==> src/hdl/crap8_pkg.sv <==
// shared types, constants and helpers of the crap8 word hash
`default_nettype none

package crap8_pkg;

   localparam int WORD_W  = 32;
   localparam int VB_W    = 3;
   localparam int PROD_W  = 2 * WORD_W;
   localparam int TDATA_W = 104;

   localparam logic [WORD_W-1:0] M_MUL = 32'h83d2e73b;
   localparam logic [WORD_W-1:0] N_MUL = 32'h97e1cc59;

   // request tdata field positions
   localparam int WORD_LSB = 0;
   localparam int VB_LSB   = WORD_LSB + WORD_W;
   localparam int SEED_LSB = VB_LSB + VB_W;
   localparam int LEN_LSB  = SEED_LSB + WORD_W;

   typedef enum logic [2:0] {
      ST_IDLE,
      ST_MUL_H,
      ST_MUL_W,
      ST_MIX,
      ST_FOLD_MUL,
      ST_FOLD
   } state_type;

   typedef enum logic [1:0] {
      SEL_H,
      SEL_WORD,
      SEL_FOLD
   } mul_sel_type;

   typedef struct packed {
      logic        load;
      logic        mul_en;
      mul_sel_type mul_sel;
      logic        h_take_prod;
      logic        mix;
      logic        fold;
   } dp_cmd_type;

   typedef struct packed {
      logic nz;
      logic last;
      logic out_busy;
   } dp_status_type;

   // keep only the bytes in use, five to seven count as four
   function automatic logic [WORD_W-1:0] mask_word(input logic [WORD_W-1:0] w,
                                                   input logic [VB_W-1:0] vb);
      logic [WORD_W-1:0] r;
      unique case (vb)
         3'd1:    r = w & 32'h0000_00ff;
         3'd2:    r = w & 32'h0000_ffff;
         3'd3:    r = w & 32'h00ff_ffff;
         default: r = w;
      endcase
      return r;
   endfunction

endpackage

`default_nettype wire

==> src/hdl/crap8_ctrl.sv <==
// sequencer of the crap8 word hash
`default_nettype none

module crap8_ctrl
   import crap8_pkg::*;
(
   input  wire logic          clock,
   input  wire logic          reset,
   input  wire logic          in_valid,
   output      logic          in_ready,
   input  wire dp_status_type status,
   output      dp_cmd_type    cmd
);

   state_type state_ff, state_in;

   always_comb begin
      state_in = state_ff;
      unique case (state_ff)
         ST_IDLE: begin
            if (in_valid) state_in = ST_MUL_H;
         end
         ST_MUL_H: begin
            if (status.nz) state_in = ST_MUL_W;
            else if (status.last) state_in = ST_FOLD_MUL;
            else state_in = ST_IDLE;
         end
         ST_MUL_W: state_in = ST_MIX;
         ST_MIX: begin
            state_in = status.last ? ST_FOLD_MUL : ST_IDLE;
         end
         ST_FOLD_MUL: state_in = ST_FOLD;
         ST_FOLD: begin
            if (!status.out_busy) state_in = ST_IDLE;
         end
         default: state_in = ST_IDLE;
      endcase
   end

   always_comb begin
      in_ready        = 1'b0;
      cmd             = '0;
      cmd.mul_sel     = SEL_H;
      unique case (state_ff)
         ST_IDLE: begin
            in_ready = 1'b1;
            cmd.load = in_valid;
         end
         ST_MUL_H: begin
            cmd.mul_en  = status.nz;
            cmd.mul_sel = SEL_H;
         end
         ST_MUL_W: begin
            cmd.mul_en      = 1'b1;
            cmd.mul_sel     = SEL_WORD;
            cmd.h_take_prod = 1'b1;
         end
         ST_MIX: cmd.mix = 1'b1;
         ST_FOLD_MUL: begin
            cmd.mul_en  = 1'b1;
            cmd.mul_sel = SEL_FOLD;
         end
         ST_FOLD: cmd.fold = !status.out_busy;
         default: cmd = '0;
      endcase
   end

   always_ff @(posedge clock) begin
      if (reset) state_ff <= ST_IDLE;
      else       state_ff <= state_in;
   end

endmodule

`default_nettype wire

==> src/hdl/crap8_dp.sv <==
// datapath of the crap8 word hash: state, shared multiplier, result register
`default_nettype none

module crap8_dp
   import crap8_pkg::*;
(
   input  wire logic               clock,
   input  wire logic               reset,
   input  wire logic [TDATA_W-1:0] in_data,
   input  wire logic               in_first,
   input  wire logic               in_last,
   input  wire dp_cmd_type         cmd,
   output      dp_status_type      status,
   output      logic               out_valid,
   input  wire logic               out_ready,
   output      logic [WORD_W-1:0]  out_digest
);

   logic [WORD_W-1:0] h_ff, h_in, k_ff, k_in;
   logic [WORD_W-1:0] word_ff, word_in;
   logic              nz_ff, nz_in, last_ff, last_in;
   logic [PROD_W-1:0] prod_ff, prod_in;
   logic              out_valid_ff, out_valid_in;
   logic [WORD_W-1:0] digest_ff, digest_in;

   logic [WORD_W-1:0] f_word, f_seed, f_len;
   logic [VB_W-1:0]   f_vb;
   logic [WORD_W-1:0] mul_a, mul_b, folded;

   assign f_word = in_data[WORD_LSB +: WORD_W];
   assign f_vb   = in_data[VB_LSB +: VB_W];
   assign f_seed = in_data[SEED_LSB +: WORD_W];
   assign f_len  = in_data[LEN_LSB +: WORD_W];

   always_comb begin
      unique case (cmd.mul_sel)
         SEL_WORD: mul_a = word_ff;
         SEL_FOLD: mul_a = h_ff ^ k_ff;
         default:  mul_a = h_ff;
      endcase
      mul_b   = (cmd.mul_sel == SEL_FOLD) ? N_MUL : M_MUL;
      prod_in = cmd.mul_en ? (PROD_W'(mul_a) * PROD_W'(mul_b)) : prod_ff;
   end

   assign folded = k_ff ^ prod_ff[WORD_W-1:0] ^ prod_ff[PROD_W-1:WORD_W];

   always_comb begin
      h_in    = h_ff;
      k_in    = k_ff;
      word_in = word_ff;
      nz_in   = nz_ff;
      last_in = last_ff;
      if (cmd.load) begin
         word_in = mask_word(f_word, f_vb);
         nz_in   = (f_vb != '0);
         last_in = in_last;
         if (in_first) begin
            h_in = f_len + f_seed;
            k_in = N_MUL + f_len;
         end
      end
      if (cmd.h_take_prod) h_in = prod_ff[WORD_W-1:0];
      if (cmd.mix) begin
         k_in = k_ff ^ prod_ff[WORD_W-1:0];
         h_in = h_ff ^ prod_ff[PROD_W-1:WORD_W];
      end
      if (cmd.fold) k_in = folded;
   end

   always_comb begin
      digest_in    = digest_ff;
      out_valid_in = out_valid_ff && !out_ready;
      if (cmd.fold) begin
         digest_in    = folded;
         out_valid_in = 1'b1;
      end
   end

   always_ff @(posedge clock) begin
      if (reset) begin
         h_ff         <= '0;
         k_ff         <= '0;
         out_valid_ff <= 1'b0;
      end else begin
         h_ff         <= h_in;
         k_ff         <= k_in;
         out_valid_ff <= out_valid_in;
      end
   end

   always_ff @(posedge clock) begin
      word_ff   <= word_in;
      nz_ff     <= nz_in;
      last_ff   <= last_in;
      prod_ff   <= prod_in;
      digest_ff <= digest_in;
   end

   assign status.nz       = nz_ff;
   assign status.last     = last_ff;
   assign status.out_busy = out_valid_ff && !out_ready;
   assign out_valid       = out_valid_ff;
   assign out_digest      = digest_ff;

endmodule

`default_nettype wire

==> src/hdl/crap8_word_hash.sv <==
// top level of the crap8 word hash: sequencer plus datapath
//
// channel   dir  handshake                tdata / tuser / tlast
// req_      in   req_tvalid/req_tready    word, valid bytes, seed, length / first / last
// rsp_      out  rsp_tvalid/rsp_tready    digest / - / -
//
// an item with valid bytes passes the states mul_h, mul_w and mix before the next ready,
// an item with zero valid bytes passes mul_h only; a last item adds fold_mul and the fold
// one shared 32x32 multiplier with a registered 64-bit product does the steps in order:
// h*m, then word*m, then the mix, then (h^k)*n and the fold
// reset (synchronous, active high) clears h, k, the sequencer and rsp_tvalid
// the digest sits in an output register; new items are taken while it waits,
// only the fold of the next digest stalls until it has been transferred
`default_nettype none

module crap8_word_hash
   import crap8_pkg::*;
(
   input  wire logic               clock,
   input  wire logic               reset,
   // request stream
   input  wire logic               req_tvalid,
   output      logic               req_tready,
   // [31:0] data_word, [34:32] valid_bytes, [66:35] seed, [98:67] msg_len,
   // [103:99] zero
   input  wire logic [TDATA_W-1:0] req_tdata,
   // [0] first_word
   input  wire logic               req_tuser,
   input  wire logic               req_tlast,   // last_word
   // response stream
   output      logic               rsp_tvalid,
   input  wire logic               rsp_tready,
   // [31:0] digest
   output      logic [WORD_W-1:0]  rsp_tdata
);

   dp_cmd_type    cmd;
   dp_status_type status;

   // sequencer: walks each item through the shared multiplier
   crap8_ctrl u_ctrl (
      .clock    (clock),
      .reset    (reset),
      .in_valid (req_tvalid),
      .in_ready (req_tready),
      .status   (status),
      .cmd      (cmd)
   );

   // datapath: mix state, multiplier and digest register
   crap8_dp u_dp (
      .clock      (clock),
      .reset      (reset),
      .in_data    (req_tdata),
      .in_first   (req_tuser),
      .in_last    (req_tlast),
      .cmd        (cmd),
      .status     (status),
      .out_valid  (rsp_tvalid),
      .out_ready  (rsp_tready),
      .out_digest (rsp_tdata)
   );

endmodule

`default_nettype wire

==> config.mk <==
export PLATFORM = sky130hd
export DESIGN_NAME = crap8_word_hash
export DESIGN_NICKNAME = d
export VERILOG_FILES = /design/src/hdl/crap8_pkg.sv /design/src/hdl/crap8_ctrl.sv /design/src/hdl/crap8_dp.sv /design/src/hdl/crap8_word_hash.sv
export SDC_FILE = /design/constraint.sdc
export NUM_CORES = 2
export LEC_CHECK = 0
export BUFFER_PORTS_ARGS = -buffer_cell sky130_fd_sc_hd__buf_2
export CORE_ASPECT_RATIO = 1.1
export CORE_MARGIN = 2
export CORE_UTILIZATION = 30
export DETAILED_ROUTE_END_ITERATION = 12
export PLACE_DENSITY = 0.43
export SLEW_MARGIN = 20
export SYNTH_ARGS = -nofsm -noshare
export SYNTH_HDL_FRONTEND = slang
export SYNTH_HIERARCHICAL = 1
export SYNTH_SLANG_ARGS = --single-unit
export TNS_END_PERCENT = 10
==> constraint.sdc <==
create_clock -name clock -period 8.62 [get_ports clock]
set_input_delay 0.431 -clock clock [delete_from_list [all_inputs] [get_ports clock]]
set_output_delay 0.431 -clock clock [all_outputs]
set_load 0.02 [all_outputs]
After elaboration in Yosys (flattened, before gate mapping). Cells that the tools add are included.

Bits in registers: 198. Input bits: 110. Output and inout port bits: 34. Word-level logic and storage cells: 63.

Add/sub/neg operators: 2. Multipliers: 1. Equal/unequal tests: 12. Multiplexer cells: 23. Bitwise gates (word level): 4. Reductions and logical operators: 12.

Operators by type and width (count): 32-bit two-way mux (8); 32-bit bitwise XOR (4); 32-bit case mux with 3 select lines (1); 32-bit by 32-bit multiplier with 64-bit output (1); 32-bit case mux with 2 select lines (1); 32-bit adder (1); 32-bit adder, first input constant (1); 29-bit two-way mux (1); 3-bit case mux with 6 select lines (1); 3-bit nonzero test (5); 3-bit by 2-bit == test with 1-bit output, second input constant (4); 3-bit two-way mux (4); 3-bit case mux with 3 select lines (1); 3-bit by 1-bit == test with 1-bit output, second input constant (2); 3-bit == test, second input constant (2); 1-bit two-way mux (6); 2-bit AND reduction (3); 2-bit inequality test, second input constant (2); 3-bit logical NOT (1); 2-bit by 1-bit == test with 1-bit output, second input constant (1); 2-bit == test, second input constant (1); 1-bit logical NOT (2); 1-bit logical AND (1).

Longest topological paths before layout.
Word-level depth: 6. Depth in mapped cells: 40. Depth with buffers taken out: 35.

Hierarchy. The synthesis kept the hierarchy.

Modules (own cells, without submodules): crap8_dp (instances 1, cells an instance 3763, area each 35980.8 um2, sequential area each 5205.0 um2); crap8_ctrl (instances 1, cells an instance 29, area each 274.0 um2, sequential area each 60.1 um2).

Worst setup path after synthesis. Ideal clock, no wire load.

Kind: reg2reg. From: register u_ctrl.state_ff[2]. To: register u_dp.prod_ff[56] (data pin). Setup time: 0.266 ns. Arrival: 8.857 ns. Data required time: 8.354 ns. Setup slack: -0.503 ns. Stages on the path, launching flop included: 34. Buffers on the path: 6. Period minus slack after synthesis: 9.123 ns. Path through: dfxtp_1 buf_2 nor3b_1 buf_4 inv_1 ha_1 clkbuf_1 buf_1 clkbuf_1 o22a_1 or2_2 inv_1 fa_1 fa_1 inv_1 fa_1 fa_1 inv_1 fa_1 fa_1 fa_1 inv_1 fa_1 inv_1 ha_1 clkbuf_1 nand4_1 or3_1 nand2b_1 a41oi_1 a21oi_1 o31ai_2 and4_1 nor3_1.

RTL lines: start: declaration (line crap8_ctrl.sv:15) `state_type state_ff, state_in;`; start signal: assignment (line crap8_ctrl.sv:70) `else state_ff <= state_in;`; end signal: assignment (line crap8_dp.sv:95) `prod_ff <= prod_in;`; end: declaration (line crap8_dp.sv:22) `logic [PROD_W-1:0] prod_ff, prod_in;`.

Final worst setup path.
From: register u_ctrl.state_ff[0]. To: register u_dp.prod_ff[56] (data pin).

Longest elaborated chain between the ends: 5. Elaborated cells between the ends (all ways): 9. Those cells by class: mul: 1; eq/ne: 5; mux: 3.

Ends and longest elaborated chain: 3-bit == test (tied with other cells) (line crap8_ctrl.sv:44) `unique case (state_ff)`; 3-bit case mux with 3 select lines (*) (line crap8_ctrl.sv:44); 2-bit == test / 2-bit by 1-bit == test with 1-bit output (equally long branches) (line crap8_dp.sv:36, crap8_dp.sv:41); 32-bit case mux with 2 select lines / 29-bit two-way mux (equally long branches) (line crap8_dp.sv:36, crap8_dp.sv:41); 32-bit by 32-bit multiplier with 64-bit output (*) (line crap8_dp.sv:42) `prod_in = cmd.mul_en ? (PROD_W'(mul_a) * PROD_W'(mul_b)) : prod_ff;`.

Mark *: on every way between the ends. The rest lies on a longest branch, timed or not. A chain may end at the register's enable or synchronous reset.

==> run summary <==
Drt pass-1 iters - 5
Worst Path Buf+Inv - 12
Synthesized area - 36300 um^2
EDFF count, synth - 130
Area share of xor/xnor cells in the synthesized design - 0.0416
Most common cell in the netlist - inv_1
Antenna Cells - 0
Worst min path class - primary input to register
Post-layout minimum cycle time - 8.64 ns
Maximum clock path buffer count - 2
Least-Margin Pin Slew - 1.14 ns
Vias per cell - 4.67
Met3 wire length - 5110 um
Clock skew - 0.0158 ns
Fin crit share - 1.00
Largest stage delay, worst path - 0.54 ns
RSZ-0062 raised after global routing - true
Initial antenna violation count - 0
First-pass GRT wire length - 189000 um
DPL Wire Length - 113000 um
CTS Buf Count - 17
Gpl congestion - 0.896
Synth Area in Simple Gates - 0.0790
Post-route ant nets - 0
Sequential fraction of the synthesis area - 0.145
Top cell type's share of synthesized area - 0.353
Metal1 wirelength - 56300 um
Die Footprint - 124000 um^2
DR top layer - met4
Slew Viols, Final - 0
MaxCap Viol Count - 0
Critical path data arrival time - 8.86 ns
Final setup viols - 1
Vias in the first global route - 29247
Yosys reg bits - 198
Final Hold Viols - 0
Crit Path Max Fanout - 11
CP startpoint kind - register
Top cells by count, synth - 1009 x inv_1, 640 x fa_1, 399 x ha_1, 193 x nand2_1, 162 x a21oi_1
1st-iter DRT viols - 1595
Endpoint class of the critical path - register
CP required - 8.84 ns
Avg Inst Size Synth - 9.56 um^2
Starting Density - 0.303
Most used DFF post-synth - edfxtp_1
Wirelength per Cell - 21.5 um
Via count - 27909
Setup slack after layout - -0.0164 ns
DRC viols - 0
Post-synth top area cell - fa_1
Overall global routing resource usage - 0.208
GRT overflow - 0
Multiplexer area fraction after synthesis - 0.00366
Root buf cell - clkbuf_16
Clk slew on worst S/H paths - 0.08 ns
I/O pins - 144
Complex-gate fraction of the synthesized area - 0.120
Status - complete, but fails checks
Mapped Cells - 3792
WL final - 128000 um
Asr flop ratio synth - 0
Fraction of layout cells with a size suffix above 1 - 0.204
Yosys warns - 6
Slowest-stage cell, CP - fa_1
Adder-Cell Fraction of Synth Area - 0.491
Top cells by area, synth - fa_1 35%, ha_1 14%, edfxtp_1 11%
Rows - 133
Die Width - 335 um
Finished Core Util - 0.367
Synth-to-Final Area Change - 21.1%
Fin Hold WS - 0.132 ns
Clock Latency Late Sink - 0.48 ns
Failing checks - setup timing
Port buffer count - 138
Post-place setup slack - -0.556 ns
Max Clock Freq - 116 MHz
CP dominant cell by count - fa_1
Die Span Y - 369 um
Setup CP Type - register to register
Number of H-tree levels - 4
Max-slew headroom at the worst pin - 0.236
Pin count of the biggest net entering global routing - 84
CTS tree - yes
Layout net count - 5559
CTS sink count - 198
Core area - 120000 um^2
Largest family of logic cells by synthesized area - adder cells
Metal2 WL - 63900 um
Cell family with most CP delay - adder cells
Yosys cell types - 87
per-stage QoR:
| stage | cell area, um^2 | TNS [ns] | std cells |
|---|---|---|---|
| after floorplan | 36500 | 0 | 3850 |
| after global placement | 42300 | -6.56 | 5907 |
| after detailed placement | 42300 | -7.31 | 5907 |
| after CTS | 43100 | -0.0712 | 5946 |
| after global routing | 43900 | -2.45 | 5975 |
| final | 43900 | -0.0164 | 5975 |
worst paths after layout:
kind                      start                to  slack, ns  depth (start not counted)
min reg2reg       u_dp/h_ff[13]     u_dp/h_ff[13]       0.46                          2
max          u_ctrl/state_ff[0]  u_dp/prod_ff[56]      -0.02                         34
min                req_tdata[7]   u_dp/word_ff[7]       0.13                          1
max reg2reg  u_ctrl/state_ff[0]  u_dp/prod_ff[56]      -0.02                         34
metal layers:
| metal | track usage | vias up |
|---|---|---|
| met2 | 0.365 | 521 |
| li1 | - | 13272 |
| met1 | 0.270 | 14027 |
| met4 | 0.0502 | 0 |
| met3 | 0.0302 | 89 |
| met5 | 0 | - |
cell usage in the layout, fill, tap and decap left out, drive strengths merged, types with 17 or more instances in the layout:
master,synthesis,routed
nor2,128,128
inv,1009,1010
xnor2,133,133
and2,18,18
nand2,194,194
o22ai,20,20
edfxtp,130,130
a31oi,38,38
a21o,54,54
a221oi,33,33
xor2,39,39
nand3,32,32
fa,640,640
nor3,31,31
ha,399,399
nand4,32,32
conb,2,60
nand2b,19,19
a21oi,163,163
and3,27,27
o21ai,141,141
o21a,18,18
a32oi,31,31
o22a,31,31
buf,19,651
o21bai,17,17
nor2b,35,35
clkbuf,90,20
or2,31,31
dfxtp,68,68
a211oi,24,24
logic make-up after synthesis:
group / count (synthesis)
buf+inv: 1125
compound gates: 657
flops: 198
mux: 13
fa+ha+maj: 1039
xor+xnor: 172
simple gates: 586
other cells: 2
flip-flops by register name (all words and copies together) (netlist names):
name and flops:
u_dp/prod_ff 64, u_dp/h_ff 32, u_dp/k_ff 32, u_dp/out_digest 32
u_dp/word_ff 32, u_ctrl/state_ff 3, u_dp/last_ff 1, u_dp/nz_ff 1
u_dp/out_valid 1
timing repair:
action | CTS | global route
pin swaps | 10 | 59
hold endpoints to repair | 0 | 0
hold buffers | 0 | 0
gates cloned | 0 | 3
setup buffers | 7 | 26
gates resized for setup | 52 | 146
endpoints found under the setup margin | 32 | 39
cell type report:
class                           count  area [um^2]
Sequential cell                   198         5270
Fill cell                       12325        75800
Tap cell                         1552         1940
Multi-Input combinational cell   2527        27500
Inverter                         1012         3840
Clock inverter                     15          189
Timing Repair Buffer              654         4760
Clock buffer                       17          425
Power is not shown: default switching activity piles up to over one toggle a cycle in this logic, so the estimate is an artifact.
